`config.mk`:
```
export PLATFORM = sky130hd
export DESIGN_NAME = twma_ctrl
export DESIGN_NICKNAME = d
export VERILOG_FILES = /design/src/design/twma_pkg.sv /design/src/design/twma_ctrl.sv
export SDC_FILE = /design/constraint.sdc
export NUM_CORES = 1
export LEC_CHECK = 0
export ABC_AREA = 1
export BUFFER_PORTS_ARGS = -buffer_cell sky130_fd_sc_hd__buf_2
export CAP_MARGIN = 20
export CORE_AREA = 2 2 39 41
export CTS_CLUSTER_SIZE = 20
export DETAILED_ROUTE_END_ITERATION = 8
export DIE_AREA = 0 0 41 43
export SYNTH_ARGS = -nofsm -noshare
export SYNTH_HDL_FRONTEND = slang
export SYNTH_SLANG_ARGS = --single-unit
```
`constraint.sdc`:
```
create_clock -name clk -period 0.9 [get_ports clk]
set_input_delay 0.135 -clock clk [delete_from_list [all_inputs] [get_ports clk]]
set_output_delay 0.135 -clock clk [all_outputs]
set_load 0.01 [all_outputs]
```
`src/design/twma_pkg.sv`:
```
// Shared types, constants and codes for the time window motion accumulator.
`default_nettype none
package twma_pkg;

  localparam int TIME_W   = 64;
  localparam int DELTA_W  = 20;
  localparam int SUM_W    = 26;
  localparam int COUNT_W  = 7;
  localparam int WINDOW_W = 32;
  localparam int APB_DW   = 32;
  localparam int APB_AW   = 3;

  localparam int RING_DEPTH_DEF = 64;

  localparam logic [WINDOW_W-1:0] WINDOW_RESET = WINDOW_W'(10000000);

  // Item opcodes
  localparam logic OP_SAMPLE = 1'b0;
  localparam logic OP_TICK   = 1'b1;

  // Register word index (paddr[2])
  localparam logic REG_WINDOW = 1'b0;

  typedef enum logic [2:0] {
    S_IDLE,
    S_READ,
    S_PURGE,
    S_EVICT,
    S_WRITE,
    S_DONE
  } state_t;

  typedef struct packed {
    logic [TIME_W-1:0]         t;
    logic signed [DELTA_W-1:0] dx;
    logic signed [DELTA_W-1:0] dy;
  } ring_entry_t;

  typedef struct packed {
    logic latch;     // capture the accepted item and its cutoff
    logic drop;      // pop the oldest entry
    logic write;     // append the latched sample
    logic load_out;  // move the sums into the output register
  } twma_cmd_t;

  typedef struct packed {
    logic op_tick;
    logic empty;
    logic last;
    logic full;
    logic expired;
    logic out_busy;
  } twma_status_t;

endpackage
`default_nettype wire

```
`src/design/twma_ctrl.sv`:
```
// Sequencer for append, evict and purge passes over the ring.
`default_nettype none
module twma_ctrl (
  input  wire logic                   clk,
  input  wire logic                   rst,
  input  wire logic                   item_valid,
  input  wire logic                   item_op,
  output logic                        item_ready,
  input  wire twma_pkg::twma_status_t st,
  output twma_pkg::twma_cmd_t         cmd
);
  import twma_pkg::*;

  state_t state, state_next;

  always_ff @(posedge clk) begin
    if (rst) begin
      state <= S_IDLE;
    end else begin
      state <= state_next;
    end
  end

  always_comb begin
    state_next = state;
    cmd        = '0;
    item_ready = 1'b0;
    case (state)
      S_IDLE: begin
        item_ready = 1'b1;
        if (item_valid) begin
          cmd.latch = 1'b1;
          if (item_op == OP_TICK) begin
            state_next = st.empty ? S_DONE : S_READ;
          end else begin
            state_next = st.full ? S_READ : S_WRITE;
          end
        end
      end
      // Oldest entry lands in the read register
      S_READ: begin
        state_next = st.op_tick ? S_PURGE : S_EVICT;
      end
      // Pop while the oldest entry is older than the cutoff
      S_PURGE: begin
        if (st.expired) begin
          cmd.drop   = 1'b1;
          state_next = st.last ? S_DONE : S_PURGE;
        end else begin
          state_next = S_DONE;
        end
      end
      S_EVICT: begin
        cmd.drop   = 1'b1;
        state_next = S_WRITE;
      end
      S_WRITE: begin
        cmd.write  = 1'b1;
        state_next = S_DONE;
      end
      // Hand the sums to the output register once it is free
      S_DONE: begin
        if (!st.out_busy) begin
          cmd.load_out = 1'b1;
          state_next   = S_IDLE;
        end
      end
      default: begin
        state_next = S_IDLE;
      end
    endcase
  end

  a_purge_nonempty: assert property (@(posedge clk) disable iff (rst)
    state == S_PURGE |-> !st.empty)
    else $error("purge pass on an empty ring");
  a_evict_full: assert property (@(posedge clk) disable iff (rst)
    state == S_EVICT |-> st.full)
    else $error("eviction with free room in the ring");
  a_load_free: assert property (@(posedge clk) disable iff (rst)
    cmd.load_out |-> !st.out_busy)
    else $error("result loaded over a waiting beat");

endmodule
`default_nettype wire

```
# Word-level counts from Yosys, hierarchy flattened
# Index checks and enable logic that the tools add are counted.
# totals
out_inout_bits,5
register_bits,3
in_bits,10
# op_classes
eq_ne,7
n_reduce_logical,2
mux,17
# op_table
op,n
$mux 3,7
$pmux 3 s6,1
$mux 1,8
$eq 3x2->1 const B,2
$eq 3x3->1 const B,2
$ne 2x2->1 const B,2
$eq 3x1->1 const B,1
$logic_not 3->1,1
$pmux 1 s2,1
$reduce_and 2->1,1

# Depth between registers and ports, before layout
# Gate-level depths: netlist of the first run.
# depth
depth_word,4
ltp_mapped,7

# Worst setup path after synthesis of the first run
# OpenSTA, ideal clock, no wires.
# synth_path
path_kind,reg-to-output
from,register state[0]
to,output cmd[0] (netlist name)
setup_slack_ns,-0.104
arrival_time_ns,0.869
path_stages_with_launch,4
n_path_buf,1
cell_sequence,dfxtp_1 > buf_6 > inv_2 > nor4_1
# synth_rtl
item,line,source
from (decl),twma_ctrl.sv:14,"state_t state, state_next;"
from (signal assigned),twma_ctrl.sv:20,state <= state_next;
to (decl),twma_ctrl.sv:10,output twma_pkg::twma_cmd_t cmd

==> results of run 1 <==
==> cell usage after synthesis (all sizes together) <==
cell type and count:
a21oi 3, nand4 3, inv 10, nand3 4
nor3 1, o21a 1, nand2 8, o21ai 3
dfxtp 3, nor2 3, buf 1, nor4 1
==> critical path, stage by stage (launching register included) <==
cell     delay (ns)
dfxtp_4        0.37
nor4_4         0.26
buf_2          0.16
==> what timing repair did <==
action,in CTS,in global routing
endpoints found under the setup margin,7,8
gates cloned,0,0
setup buffers,2,3
gates resized for setup,7,6
pin swaps,1,3
hold buffers,0,0
hold endpoints to repair,0,0
==> cells by family (layout without fill, tap and decap cells) <==
logic type / after synthesis / after routing / share of synthesized area
AOI/OAI and AO/OA: 7 / 7 / 0.147
buffers and inverters: 11 / 35 / 0.191
DFF: 3 / 3 / 0.235
and+or+nand+nor: 20 / 20 / 0.426
==> worst paths after layout <==
kind,endpoint,slack [ns]
max,cmd[0],-0.25
min,state[1],0.08
max reg2reg,state[0],-0.13
min reg2reg,state[1],0.54
==> per-stage QoR <==
stage,power (mW),setup TNS (ns)
final,0.945,-1.36
after global routing,1.04,-1.91
after CTS,0.883,-1.54
after detailed placement,0.582,-0.585
after global placement,0.581,-0.566
after floorplan,0.479,-0.0804
==> layout make-up <==
cell class / count / area [sq um] / share of cell area
clock buffer: 4 / 26.3 / 0.0560
inverter: 10 / 45.0 / 0.0960
multi-input combinational: 27 / 176 / 0.376
sequential: 3 / 71.3 / 0.152
tap: 16 / 20.0 / 0.0427
timing repair buffer: 21 / 130 / 0.277
==> power breakdown <==
part | switching, mW | leakage, nW | internal [mW]
clock network | 0.0626 | 0.0150 | 0.166
registers | 0.0680 | 0.0267 | 0.177
logic | 0.242 | 0.202 | 0.230
total | 0.372 | 0.243 | 0.573
==> layer usage <==
| layer | wire [microns] | GRT usage |
|---|---|---|
| met1 | 263 | 0.0868 |
| met2 | 418 | 0.156 |
| met3 | 24 | 0.0471 |
| met4 | 0 | 0.0400 |
| met5 | 0 | 0 |
==> impl_metrics.json, run 1 <==
{
  "synth_cell_types": 18,
  "outcome": "finished with violations",
  "holdCritStartpoint": "rst",
  "syn_inst": 41,
  "largestRegisters": "state: 3 flops",
  "num_vias": 345,
  "clkLatencyLatePin_ns": 0.23,
  "preCtsSetupSlack_ns": -0.160,
  "whs_ns": 0.0844,
  "grtUsageTotal": 0.0924,
  "fin_ws_ns": -0.250,
  "synth_top_cell_by_area": "dfxtp_1",
  "n_antenna_cell": 0,
  "grt_max_degree": 7,
  "critPathKind": "register to output port",
  "drc_errors": 0,
  "final_common_cell": "buf_2",
  "die-area_sq_um": 1760,
  "grt_pass1_vias": 314,
  "postLayoutCellArea_sq_um": 469,
  "fin_crit_ns": 1.15,
  "ys_seq_elements": 3,
  "startpoint": "state[1]",
  "fp.dieW_microns": 41,
  "crit_required_ns": 0.76,
  "post_drt_wl_per_cell_microns": 8.72,
  "r2r.worst_path.cells": 7,
  "cts_root_buf": "clkbuf_4",
  "num_rows": 14,
  "dpl_cell_area_sq_um": 362,
  "cts_made_buffers": 3,
  "worstSetupEndpointType": "output port",
  "ys_seq_area_frac": 0.235,
  "regMostFlops": "state",
  "drv_slew": 0,
  "grt_pass1_wl_mm": 1.08,
  "hold_class": "input port to register",
  "path_clk_slew_ns": 0.04,
  "drt_iter0_drc": 3,
  "area_growth_pct": 83.8,
  "via_per_inst": 4.26,
  "fill_cells": 165,
  "place_hpwl_microns": 544,
  "dp_cells": 72,
  "cp-start-kind": "register",
  "cellLeakagePower_nw": 0.243,
  "fmax_mhz": 869,
  "cts_buffer_depth": 2,
  "portBuffers": 14,
  "die_h_microns": 43,
  "cts_tree": "yes",
  "synthesis.area_sq_um": 255,
  "clock-skew-final_ns": 0.00322,
  "largest_reg_flops": 3,
  "instances_no_fill": 81,
  "power.density_nw_per_um2": 2010,
  "maxSlewHeadroom": 0.864,
  "initial_core_util": 0.184,
  "cp.arrival_ns": 1.02,
  "io_pins": 15,
  "cp_max_fo": 4,
  "fin_util": 0.339,
  "rsz0062_at_grt": "true",
  "drive_gt1_frac": 0.569,
  "worst_pin_slew_ns": 0.202,
  "antenna_found_initial": 0,
  "reg2reg_from": "state[1]",
  "antenna_left": 0,
  "violations": "setup timing",
  "coreArea_sq_um": 1380,
  "h-tree-depth": 1,
  "finalCritPeriodShare": 1.28,
  "gp_congestion": 0.809,
  "synth_fp_nets": 51,
  "yosys-top-cells-area": "dfxtp_1 (24%), inv_1 (10%), nand2_1 (10%)",
  "layout.nets": 76,
  "finalSetupViolations": 8,
  "vdd_drop_max_mv": 1.00,
  "wl_microns": 706,
  "syn_avg_cell_area_sq_um": 6.23,
  "cap_violations": 0,
  "dr.pass1.iters": 2,
  "clock-sinks": 3,
  "finalHoldViolCount": 0,
  "yosys_warnings": 0,
  "synth_top_cell_area_share": 0.235,
  "final_cell_mix": "buf_2 (14), inv_1 (7), nand2_1 (7)",
  "worstHoldPathCells": 2,
  "grt_overflow": 0
}
No activity file was read; power rests on OpenSTA's default activity.
==> run 2: changes to the inputs <==
--- a/config.mk
+++ b/config.mk
@@ -6,12 +6,12 @@
 export NUM_CORES = 1
 export LEC_CHECK = 0
 export ABC_AREA = 1
-export BUFFER_PORTS_ARGS = -buffer_cell sky130_fd_sc_hd__buf_2
 export CAP_MARGIN = 20
 export CORE_AREA = 2 2 39 41
 export CTS_CLUSTER_SIZE = 20
 export DETAILED_ROUTE_END_ITERATION = 8
 export DIE_AREA = 0 0 41 43
+export DONT_BUFFER_PORTS = 1
 export SYNTH_ARGS = -nofsm -noshare
 export SYNTH_HDL_FRONTEND = slang
 export SYNTH_SLANG_ARGS = --single-unit
==> run 2 against run 1 <==
  * The run still ends with setup timing left
  * Critical path depth up 1
  * Power up 13%
  * Final cell count down 12%
  * Routed wire length up 6.2%
  * Largest cell class unchanged
  * Global-route usage up 1.3 points
  * Critical path type unchanged
  * Non-clock buffer count down 10
  * Setup slack worse by 0.021 ns
  * Sequential cell count unchanged
  * Combinational power up 26%
==> impl_metrics.json, run 2 (same netlist as run 1, synthesis figures left out) <==
{
  "outcome": "finished with violations",
  "violations": "setup timing",
  "portBuffers": 0,
  "io_pins": 15,
  "initial_core_util": 0.184,
  "grt_pass1_wl_mm": 1.18,
  "cp_max_fo": 6,
  "h-tree-depth": 1,
  "finalCritPeriodShare": 1.30,
  "postLayoutCellArea_sq_um": 454,
  "final_common_cell": "buf_4",
  "num_vias": 312,
  "wl_microns": 750,
  "p_int_mw": 0.635,
  "hold_class": "input port to register",
  "n_antenna_cell": 0,
  "die_h_microns": 43,
  "fill_cells": 158,
  "largestRegisters": "state: 3 flops",
  "cp-start-kind": "register",
  "vdd_drop_max_mv": 0.815,
  "fin_ws_ns": -0.271,
  "cp.arrival_ns": 1.04,
  "cts_tree": "yes",
  "cts_made_buffers": 3,
  "rrSetupSlack_ns": -0.20,
  "place_hpwl_microns": 542,
  "antenna_found_initial": 0,
  "swShare": 0.408,
  "drv_slew": 0,
  "power.share.clock": 0.223,
  "finalSetupViolations": 7,
  "largest_reg_flops": 3,
  "drive_gt1_frac": 0.600,
  "combPwrFrac": 0.553,
  "die-area_sq_um": 1760,
  "fp.dieW_microns": 41,
  "worstSetupEndpointType": "output port",
  "critPathKind": "register to output port",
  "cts_root_buf": "clkbuf_4",
  "area_growth_pct": 77.9,
  "power.density_nw_per_um2": 2360,
  "clkLatencyLatePin_ns": 0.23,
  "dr.pass1.iters": 2,
  "r2r.worst_path.cells": 7,
  "coreArea_sq_um": 1380,
  "rsz0062_at_grt": "true",
  "p_sw_mw": 0.438,
  "max_stage_delay_ns": 0.39,
  "cap_violations": 0,
  "grt_pass1_vias": 321,
  "path_clk_slew_ns": 0.04,
  "final_cell_mix": "buf_4 (8), inv_1 (5), nand2_1 (5)",
  "grtUsageTotal": 0.105,
  "dpl_cell_area_sq_um": 322,
  "path_cells": "inv_2 > nor4_4 > buf_4",
  "crit_required_ns": 0.76,
  "via_per_inst": 4.39,
  "layout.nets": 66,
  "antenna_left": 0,
  "regMostFlops": "state",
  "drc_errors": 0,
  "maxSlewHeadroom": 0.862,
  "gp_congestion": 0.734,
  "drt_iter0_drc": 3,
  "cts_buffer_depth": 2,
  "grt_max_degree": 7,
  "clock-sinks": 3,
  "worst_pin_slew_ns": 0.205,
  "num_rows": 14,
  "finalHoldViolCount": 0,
  "clock-skew-final_ns": 0.00244,
  "slowest_stage": "dfxtp_4",
  "grt_overflow": 0,
  "cellLeakagePower_nw": 0.202,
  "fin_crit_ns": 1.17,
  "post_drt_wl_per_cell_microns": 10.6,
  "power_mw": 1.07,
  "worstHoldPathCells": 2,
  "pwr-share-seq": 0.224,
  "fmax_mhz": 854
}
==> run 2: cell types whose count changed in the layout (fill, tap and decap cells not counted), sizes merged <==
cell	before	now
buf	21	10
dlygate4sd3	0	1
==> run 2: repair_timing <==
item	in CTS	in global routing
hold endpoints to repair	3	0
endpoints found under the setup margin	7	8
gates resized for setup	13	8
setup buffers	2	2
hold buffers	1	0
pin swaps	5	7
==> run 2: final cells by class <==
cell class,count,area (sq um),area share
Timing Repair Buffer,11,92.6,0.204
Clock buffer,4,26.3,0.0579
Sequential cell,3,71.3,0.157
Tap cell,16,20.0,0.0441
Inverter,10,42.5,0.0937
Multi-Input combinational cell,27,201,0.444
==> run 2: stage by stage <==
stage          utilization  setup TNS [ns]  cells  hold slack [ns]  setup slack, ns
6_report             0.328           -1.47     71           0.0751           -0.271
5_1_grt              0.328           -1.78     71           0.0873           -0.340
4_1_cts              0.297           -1.58     69           0.0754           -0.303
3_5_place_dp         0.232          -0.627     62            0.202           -0.182
3_3_place_gp         0.232          -0.470     62            0.199           -0.161
2_1_floorplan            -         -0.0804     41            0.197          -0.0347
==> run 2: worst paths after layout <==
| check | to | start |
|---|---|---|
| max | cmd[0] | state[0] |
| min | state[1] | st[1] |
| max reg2reg | state[0] | state[1] |
| min reg2reg | state[1] | state[0] |
==> run 2: power by group through the flow <==
stage / sequential [mW] / combinational (mW) / clock [mW]
after floorplan: 0.196 / 0.283 / 0
after CTS: 0.235 / 0.510 / 0.248
after global routing: 0.245 / 0.644 / 0.265
final: 0.241 / 0.593 / 0.239
after global placement: 0.221 / 0.358 / 0
after detailed placement: 0.222 / 0.358 / 0
==> run 2: layer usage <==
layer | part of all wire | track usage | wire length, microns | up-vias
met5 | 0 | 0 | 0 | -
met4 | 0.025 | 0.120 | 19 | 0
met3 | 0.053 | 0.0262 | 40 | 2
met2 | 0.60 | 0.169 | 452 | 7
met1 | 0.32 | 0.0895 | 237 | 142
li1 | - | - | - | 161
==> run 2: critical path, delay by kind of cell, from the launching register on <==
kind | cells | cell delay [ns]
DFF | 1 | 0.39
buffers and inverters | 2 | 0.22
and+or+nand+nor | 1 | 0.19
