<file path="src/design/twma_pkg.sv">
// Shared types, constants and codes for the time window motion accumulator.
`default_nettype none
package twma_pkg;

  localparam int TIME_W   = 64;
  localparam int DELTA_W  = 20;
  localparam int SUM_W    = 26;
  localparam int COUNT_W  = 7;
  localparam int WINDOW_W = 32;
  localparam int APB_DW   = 32;
  localparam int APB_AW   = 3;

  localparam int RING_DEPTH_DEF = 64;

  localparam logic [WINDOW_W-1:0] WINDOW_RESET = WINDOW_W'(10000000);

  // Item opcodes
  localparam logic OP_SAMPLE = 1'b0;
  localparam logic OP_TICK   = 1'b1;

  // Register word index (paddr[2])
  localparam logic REG_WINDOW = 1'b0;

  typedef enum logic [2:0] {
    S_IDLE,
    S_READ,
    S_PURGE,
    S_EVICT,
    S_WRITE,
    S_DONE
  } state_t;

  typedef struct packed {
    logic [TIME_W-1:0]         t;
    logic signed [DELTA_W-1:0] dx;
    logic signed [DELTA_W-1:0] dy;
  } ring_entry_t;

  typedef struct packed {
    logic latch;     // capture the accepted item and its cutoff
    logic drop;      // pop the oldest entry
    logic write;     // append the latched sample
    logic load_out;  // move the sums into the output register
  } twma_cmd_t;

  typedef struct packed {
    logic op_tick;
    logic empty;
    logic last;
    logic full;
    logic expired;
    logic out_busy;
  } twma_status_t;

endpackage
`default_nettype wire

</file>
<file path="src/design/twma_cfg.sv">
// APB register block holding the window length.
`default_nettype none
module twma_cfg (
  input  wire logic                           clk,
  input  wire logic                           rst,
  input  wire logic                           psel,
  input  wire logic                           penable,
  input  wire logic                           pwrite,
  input  wire logic [twma_pkg::APB_AW-1:0]    paddr,
  input  wire logic [twma_pkg::APB_DW-1:0]    pwdata,
  output logic      [twma_pkg::APB_DW-1:0]    prdata,
  output logic                                pready,
  output logic      [twma_pkg::WINDOW_W-1:0]  window
);
  import twma_pkg::*;

  logic wr_en;

  assign pready = 1'b1;
  assign wr_en  = psel && penable && pwrite && pready;

  // Update the window on a completed write to its word
  always_ff @(posedge clk) begin
    if (rst) begin
      window <= WINDOW_RESET;
    end else if (wr_en && paddr[2] == REG_WINDOW) begin
      window <= pwdata[WINDOW_W-1:0];
    end
  end

  // Read back
  always_comb begin
    prdata = '0;
    if (paddr[2] == REG_WINDOW) begin
      prdata = APB_DW'(window);
    end
  end

endmodule
`default_nettype wire

</file>
<file path="config.mk">
export PLATFORM = sky130hd
export DESIGN_NAME = twma_cfg
export DESIGN_NICKNAME = d
export VERILOG_FILES = /design/src/design/twma_pkg.sv /design/src/design/twma_cfg.sv
export SDC_FILE = /design/constraint.sdc
export NUM_CORES = 1
export LEC_CHECK = 0
export BUFFER_PORTS_ARGS = -buffer_cell sky130_fd_sc_hd__buf_2
export CORE_MARGIN = 5
export CORE_UTILIZATION = 44
export CTS_BUF_LIST = sky130_fd_sc_hd__clkbuf_4
export DETAILED_ROUTE_END_ITERATION = 6
export GPL_TIMING_DRIVEN = 0
export PLACE_DENSITY_LB_ADDON = 0.12
export SKIP_CTS_REPAIR_TIMING = 1
export SYNTH_ARGS = -nofsm -noshare
export SYNTH_HDL_FRONTEND = slang
export SYNTH_SLANG_ARGS = --single-unit
</file>
<file path="constraint.sdc">
create_clock -name clk -period 1 [get_ports clk]
set_input_delay 0.05 -clock clk [delete_from_list [all_inputs] [get_ports clk]]
set_output_delay 0.05 -clock clk [all_outputs]
set_load 0.01 [all_outputs]
</file>
; ---- After elaboration in Yosys (flattened, before gate mapping)
; Cells that the tools add are included.
[word_totals]
register_bits = 32
elab_cells = 6
in_bits = 40
out_inout_bits = 65
[classes]
bitwise = 1
n_mux = 1
reduce_logical = 3
[ops]
columns = op, n
row1 = 2-to-1 mux 32 bit, 1
row2 = logical AND 1 bit, 3
row3 = inverter 1 bit, 1

; ---- Longest topological paths before layout
; Gate-level depths: netlist of run 1.
[depth]
depth_word = 3
ltp_mapped = 4
ltp_nobuf = 2

; ---- Worst setup path before layout of run 1
; No wires, ideal clock.
[synth_timing]
kind = input port to flip-flop
start = input paddr[2] (netlist name)
end = register window[20] (netlist name)
cell_stages = 4
n_path_buf = 2
setup_slack_ns = 0.210
setup_ns = 0.072
required_time_ns = 0.928
arrival_ns = 0.719
path_cell_list = and4b_1 buf_6 buf_12 mux2i_1
[synth_between]
elab_chain_cells = 2
[synth_rtl]
columns = item, line
row1 = start: declaration, twma_cfg.sv:9  ; input wire logic [twma_pkg::APB_AW-1:0] paddr,
row2 = inverter 1 bit, -
row3 = logical AND 1 bit, twma_cfg.sv:26  ; end else if (wr_en && paddr[2] == REG_WINDOW) begin
row4 = end signal: assignment, twma_cfg.sv:27  ; window <= pwdata[WINDOW_W-1:0];
row5 = end: declaration, twma_cfg.sv:13  ; output logic [twma_pkg::WINDOW_W-1:0] window
; Every way passes these cells.
; A chain may end at the register's enable or synchronous reset.

; ---- Final worst setup path of run 1
[layout_timing]
start = register window[28] (netlist name)
end = output prdata[28] (netlist name)
[layout_between]
elab_chain_cells = 1
[layout_rtl]
columns = item, line
row1 = 2-to-1 mux 32 bit, twma_cfg.sv:34  ; if (paddr[2] == REG_WINDOW) begin
row2 = end: declaration, twma_cfg.sv:11  ; output logic [twma_pkg::APB_DW-1:0] prdata,
; Every way passes these cells.

==> results.toml, run 1 <==
[status]
status = "finished with violations"
violations = "negative hold slack, negative setup slack"

[finish]
largest_register_ff_count = 32
post-route-cell-area_mm2 = 0.00271
seq_area_um2 = 681
synthToLayoutAreaGrowth_pct = 63.2
nets = 364
regMostFlops = "window"
reg_top3 = "window (32)"
num_antenna_cells = 0
multi_input_area_um2 = 922
fill_cells = 282
drive_above_1_share_pct = 51.2

[clock_network]
cts_buffers = 5
cts_tree = "done"
clkLatencyLatePin_ns = 0.31
cts.sinks = 32
path_clk_slew_ns = 0.09
htreeDepth = 2
clock_path_buffers = 2
cts-root-buf = "clkbuf_4"

[power_and_ir_drop]
power.share.switching_pct = 25.2
cellInternalPower_mw = 1.82
ir_worst_vdd_mv = 0.674
p_clk_share_pct = 25.6
p_leak_nw = 1.27
comb_power_share_pct = 20.0
power.total_mw = 2.44
power.density_mw_per_mm2 = 900
seq_power_share_pct = 54.4
p_sw_mw = 0.613

[global_routing]
grt_pass1_vias = 1461
grt_pass1_wl_um = 6760
antenna_found_initial = 0
grt_util_all_layers_pct = 16.4
grt-ovfl-total = 0
grt_max_degree = 11

[setup_path]
cp-startpoint = "window[28]$_SDFFE_PP0P_"
required_ns = 0.95
r2r_end = "window[10]$_SDFFE_PP1P_"
cp_max_fo = 2
worst_ep_arrival_time_ns = 0.98
cp-end-kind = "primary output"
critPathLaunchType = "flop"
reg2reg_slack_ns = 0.26
path_class = "reg2out"
reg2regPathDepth = 3
timing.rr.start = "window[10]$_SDFFE_PP1P_"

[synthesis]
yosysTopAreaCell = "dfxtp_1"
ys_ff_latch = 32
synth.cell_area_mm2 = 0.00166
syn_area_per_cell_um2 = 9.37
yosys.area.top_type_share_pct = 38.6
ys_seq_area_share_pct = 38.6
synthTopCellsByArea = "dfxtp_1 39%, mux2i_1 19%, nand2b_1 18%, nor2b_1 11%, buf_12 3.6%"
synth_fp_nets = 217
ys_warn_count = 0
synth_cells = 177
ys_types = 13

[route]
wire_per_inst_um = 13.2
vias = 1661
drt-initial-drc-count = 44
dr.pass1.iters = 4
remaining_drc_errors = 0
vias_per_cell = 4.49
wl_um = 4870
ant_nets = 0

[floorplan]
core_area_mm2 = 0.00366
rows = 22
dieHeight_um = 71.4
dieArea_mm2 = 0.00510
top_level_ports = 105
die_x_um = 71.4
start_util_pct = 45.3

[sta]
tightest_slew_ns = 0.593
hold_violations = 4
min_period_ns = 1.03
fin_ws_ns = -0.0307
slew_headroom_pct = 60.4
rsz0062_at_grt = "true"
whs_ns = -0.0149
skew_ns = 0
post-route-period-util_pct = 103
max_freq_ghz = 0.970
drv_slew = 0
final-setup-viol-count = 6

[hold_path]
hold_path_startpoint = "pwdata[31]"
hold_class = "in2reg"
hold_depth = 3
holdPathEnd = "window[31]$_SDFFE_PP0P_"

[job]
max-cap-violations = 0

[place]
io_buffer_count = 100
dp_hpwl_um = 3120
place_congestion = 0.714
placed_area_mm2 = 0.00222
-- final cells by class --
type,count,share of cell area [%]
repair buffers,140,32.8
well taps,48,2.22
plain buffers,15,4.35
flip-flops and latches,32,25.2
clock buffers,5,1.39
multi-input cells,130,34.1
-- per-stage QoR --
step	TNS, ns	util (%)	std cells	setup WS (ns)
after floorplan	0	-	177	0.210
after global placement	-0.00254	60.6	325	-0.00254
after detailed placement	-0.0310	60.6	325	-0.0183
after CTS	-0.311	61.6	330	-0.0414
after global routing	-1.16	73.9	370	-0.0832
final	-0.0712	73.9	370	-0.0307
-- kinds of logic after synthesis --
family,synth area share [%]
AND/OR/NAND/NOR,34.7
multiplexers,19.3
flip-flops,38.6
buffers and inverters,7.09
other,0.226
-- power by group through the flow --
| stage | clock, mW | combinational [mW] | sequential [mW] |
|---|---|---|---|
| after detailed placement | 0 | 0.379 | 1.35 |
| after global routing | 0.702 | 0.535 | 1.33 |
| after floorplan | 0 | 0.201 | 1.36 |
| after CTS | 0.654 | 0.381 | 1.32 |
| after global placement | 0 | 0.375 | 1.35 |
| final | 0.624 | 0.487 | 1.32 |
-- routing by layer --
layer	up-vias	routed length [µm]	GRT usage (%)
met5	-	0	0
met4	0	99	6.26
met3	11	334	5.05
met2	69	2420	26.9
met1	733	2020	20.2
li1	848	-	-
-- critical path, cell delays in order, from the launching register on --
cell     delay (ns)
dfxtp_2        0.33
nor2b_1        0.16
buf_2          0.17
-- synthesized netlist by cell type, drive strengths merged --
cell type,instances
conb,1
buf,6
and4b,1
nor2,16
and2b,2
dfxtp,32
nand2b,48
nor2b,30
mux2i,32
clkbuf,9
-- cell usage in the layout, fill, tap and decap left out --
cell,instances
and4b_1,1
nor2_1,16
dfxtp_2,32
and2b_2,2
buf_4,16
nor2b_1,25
nor2b_4,2
buf_6,5
mux2i_1,32
clkbuf_4,5
dlygate4sd3_1,25
nand2b_1,48
clkbuf_1,9
nor2b_2,3
conb_1,1
buf_12,3
buf_2,97
-- worst max-delay path by stage --
stage | endpoint | slack (ns) | cells after the start
final | prdata[28] | -0.03 | 2
after global routing | prdata[25] | -0.08 | 2
after CTS | prdata[31] | -0.04 | 2
after detailed placement | window[10]$_SDFFE_PP1P_ | -0.02 | 5
after global placement | window[13]$_SDFFE_PP0P_ | -0.003 | 5
after floorplan | window[20]$_SDFFE_PP1P_ | 0.21 | 4
Note: power is estimated with default switching activity, not from simulation.
==> run 2: changes to the inputs <==
--- a/config.mk
+++ b/config.mk
@@ -5,14 +5,16 @@
 export SDC_FILE = /design/constraint.sdc
 export NUM_CORES = 1
 export LEC_CHECK = 0
+export ABC_AREA = 1
 export BUFFER_PORTS_ARGS = -buffer_cell sky130_fd_sc_hd__buf_2
 export CORE_MARGIN = 5
-export CORE_UTILIZATION = 44
+export CORE_UTILIZATION = 43
 export CTS_BUF_LIST = sky130_fd_sc_hd__clkbuf_4
 export DETAILED_ROUTE_END_ITERATION = 6
 export GPL_TIMING_DRIVEN = 0
 export PLACE_DENSITY_LB_ADDON = 0.12
 export SKIP_CTS_REPAIR_TIMING = 1
+export SKIP_LAST_GASP = 1
 export SYNTH_ARGS = -nofsm -noshare
 export SYNTH_HDL_FRONTEND = slang
 export SYNTH_SLANG_ARGS = --single-unit
==> run 2 against run 1 <==
  * The run still ends with negative hold slack, negative setup slack left
  * Critical path type unchanged
  * Die area up 0.41%
  * Critical path depth grew 1
  * Worst setup slack lost 0.0054 ns
  * Synthesized cell count grew 50%
  * Sequential power grew 3%
  * Combinational power rose by 8.8%
==> results.toml, run 2 <==
[synthesis]
yosys.cell_count.top_type = "nor2_1"
synth.cell_area_mm2 = 0.00163
synth-edff-count = 0
ys_ff_latch = 32
ys_warn_count = 0
synth_fp_nets = 305
synth_ff_type = "dfxtp_1"
synthTopCellsByArea = "dfxtp_1 39%, nor2_1 18%, inv_1 13%, nand3_1 9.8%, nand2_1 9.5%"
ys_types = 15
yosysTopAreaCell = "dfxtp_1"
ys_seq_area_share_pct = 39.4
synth_cells = 265
yosys.area.top_type_share_pct = 39.4
synthTopCellsByCount = "80 x nor2_1, 58 x inv_1, 41 x nand2_1, 32 x dfxtp_1, 32 x nand3_1"
synthArstFlopShare_pct = 0
syn_area_per_cell_um2 = 6.14

[floorplan]
rows = 22
top_level_ports = 105
core_area_mm2 = 0.00366
dieHeight_um = 71.5
dieArea_mm2 = 0.00512
die_x_um = 71.5
start_util_pct = 44.5

[global_routing]
grt_pass1_vias = 1582
grt_pass1_wl_um = 7140
grt_max_degree = 11
antenna_found_initial = 0
grt-ovfl-total = 0
grt_util_all_layers_pct = 17.6

[finish]
post-route-cell-area_mm2 = 0.00247
nets = 430
final_common_cell = "buf_2"
reg_top3 = "window (32)"
regMostFlops = "window"
largest_register_ff_count = 32
synthToLayoutAreaGrowth_pct = 52.0
final_cell_mix = "101 x buf_2, 69 x nor2_1, 41 x nand2_1, 34 x inv_1"
num_antenna_cells = 0
drive_above_1_share_pct = 51.2
fill_cells = 380

[power_and_ir_drop]
power.density_mw_per_mm2 = 1070
power.total_mw = 2.65
ir_worst_vdd_mv = 0.716
p_leak_nw = 1.46

[place]
placed_area_mm2 = 0.00219
dp_hpwl_um = 3290
io_buffer_count = 100
place_congestion = 0.764

[hold_path]
hold_class = "in2reg"
hold_path_startpoint = "rst"

[sta]
rsz0062_at_grt = "true"
fin_ws_ns = -0.0361
min_period_ns = 1.04
skew_ns = 0
tightest_slew_ns = 0.569
whs_ns = -0.00385
hold_violations = 1
max_freq_ghz = 0.965
final-setup-viol-count = 1
drv_slew = 0
post-route-period-util_pct = 104
slew_headroom_pct = 62.0

[setup_path]
crit_path_max_incr_delay_ns = 0.36
cpMaxStageDelayCell = "dfxtp_2"
worst_ep_arrival_time_ns = 0.99
cp-startpoint = "window[31]$_SDFFE_PP0P_"
timing.rr.start = "window[26]$_SDFFE_PP0P_"
path_cells = "inv_1 -> nor2_1 -> buf_2"
cp_max_fo = 3
reg2reg_slack_ns = 0.28
required_ns = 0.95
path_class = "reg2out"
cp-end-kind = "primary output"
critPathLaunchType = "flop"

[route]
dr.pass1.iters = 4
remaining_drc_errors = 0
drt-initial-drc-count = 106
wire_per_inst_um = 10.8
ant_nets = 0
vias = 1868
wl_um = 4730
vias_per_cell = 4.26

[clock_network]
cts_tree = "done"
cts_buffers = 5
cts.sinks = 32
clkLatencyLatePin_ns = 0.34
htreeDepth = 2
clock_path_buffers = 2
path_clk_slew_ns = 0.09
cts-root-buf = "clkbuf_4"

[status]
violations = "negative hold slack, negative setup slack"
status = "finished with violations"

[job]
max-cap-violations = 0
run 2: through the flow:
stage | setup TNS (ns) | setup WS [ns] | util, % | cells
final | -0.0361 | -0.0361 | 67.6 | 439
after global routing | -1.06 | -0.0728 | 67.6 | 439
after CTS | -0.256 | -0.0267 | 61.3 | 421
after detailed placement | 0 | 0.0430 | 59.8 | 413
after global placement | 0 | 0.0645 | 59.8 | 413
after floorplan | 0 | 0.263 | - | 265
run 2: report_power, final:
part / leakage, nW / switching (mW) / internal (mW)
combinational: 1.15 / 0.286 / 0.244
sequential: 0.268 / 0.0354 / 1.33
clock: 0.0338 / 0.433 / 0.324
total: 1.46 / 0.755 / 1.90
run 2: layout make-up:
| class | count | area (µm²) | area share, % |
|---|---|---|---|
| clock buffers | 7 | 52.6 | 2.12 |
| repair buffers | 118 | 662 | 26.7 |
| well taps | 48 | 60.1 | 2.43 |
| clock inverters | 1 | 3.75 | 0.152 |
| flip-flops and latches | 32 | 681 | 27.5 |
| multi-input cells | 158 | 689 | 27.9 |
| inverters | 60 | 225 | 9.10 |
| plain buffers | 15 | 101 | 4.10 |
run 2: worst paths after layout:
path / end / cells past startpoint
worst max-delay path: prdata[31] / 3
worst min-delay path: window[31]$_SDFFE_PP0P_ / 4
worst max register to register: window[26]$_SDFFE_PP0P_ / 3
worst min register to register: window[12]$_SDFFE_PP1P_ / 2
run 2: worst max-delay path: cells and delay by family (launching register included):
family	cells	cell delay, ns
flip-flops	1	0.36
AND/OR/NAND/NOR	1	0.10
buffers and inverters	2	0.19
run 2: metal layers:
| metal | GRT usage [%] | up-vias | routed length (µm) |
|---|---|---|---|
| met5 | 0 | - | 0 |
| met4 | 6.26 | 0 | 93 |
| met3 | 6.73 | 7 | 406 |
| met2 | 29.0 | 57 | 2380 |
| met1 | 20.8 | 795 | 1850 |
| li1 | - | 1009 | - |
run 2: kinds of logic after synthesis:
| kind of cell | after synthesis | share of synthesized area, % |
|---|---|---|
| buffers and inverters | 75 | 20.0 |
| flip-flops | 32 | 39.4 |
| other | 1 | 0.230 |
| AND/OR/NAND/NOR | 157 | 40.4 |
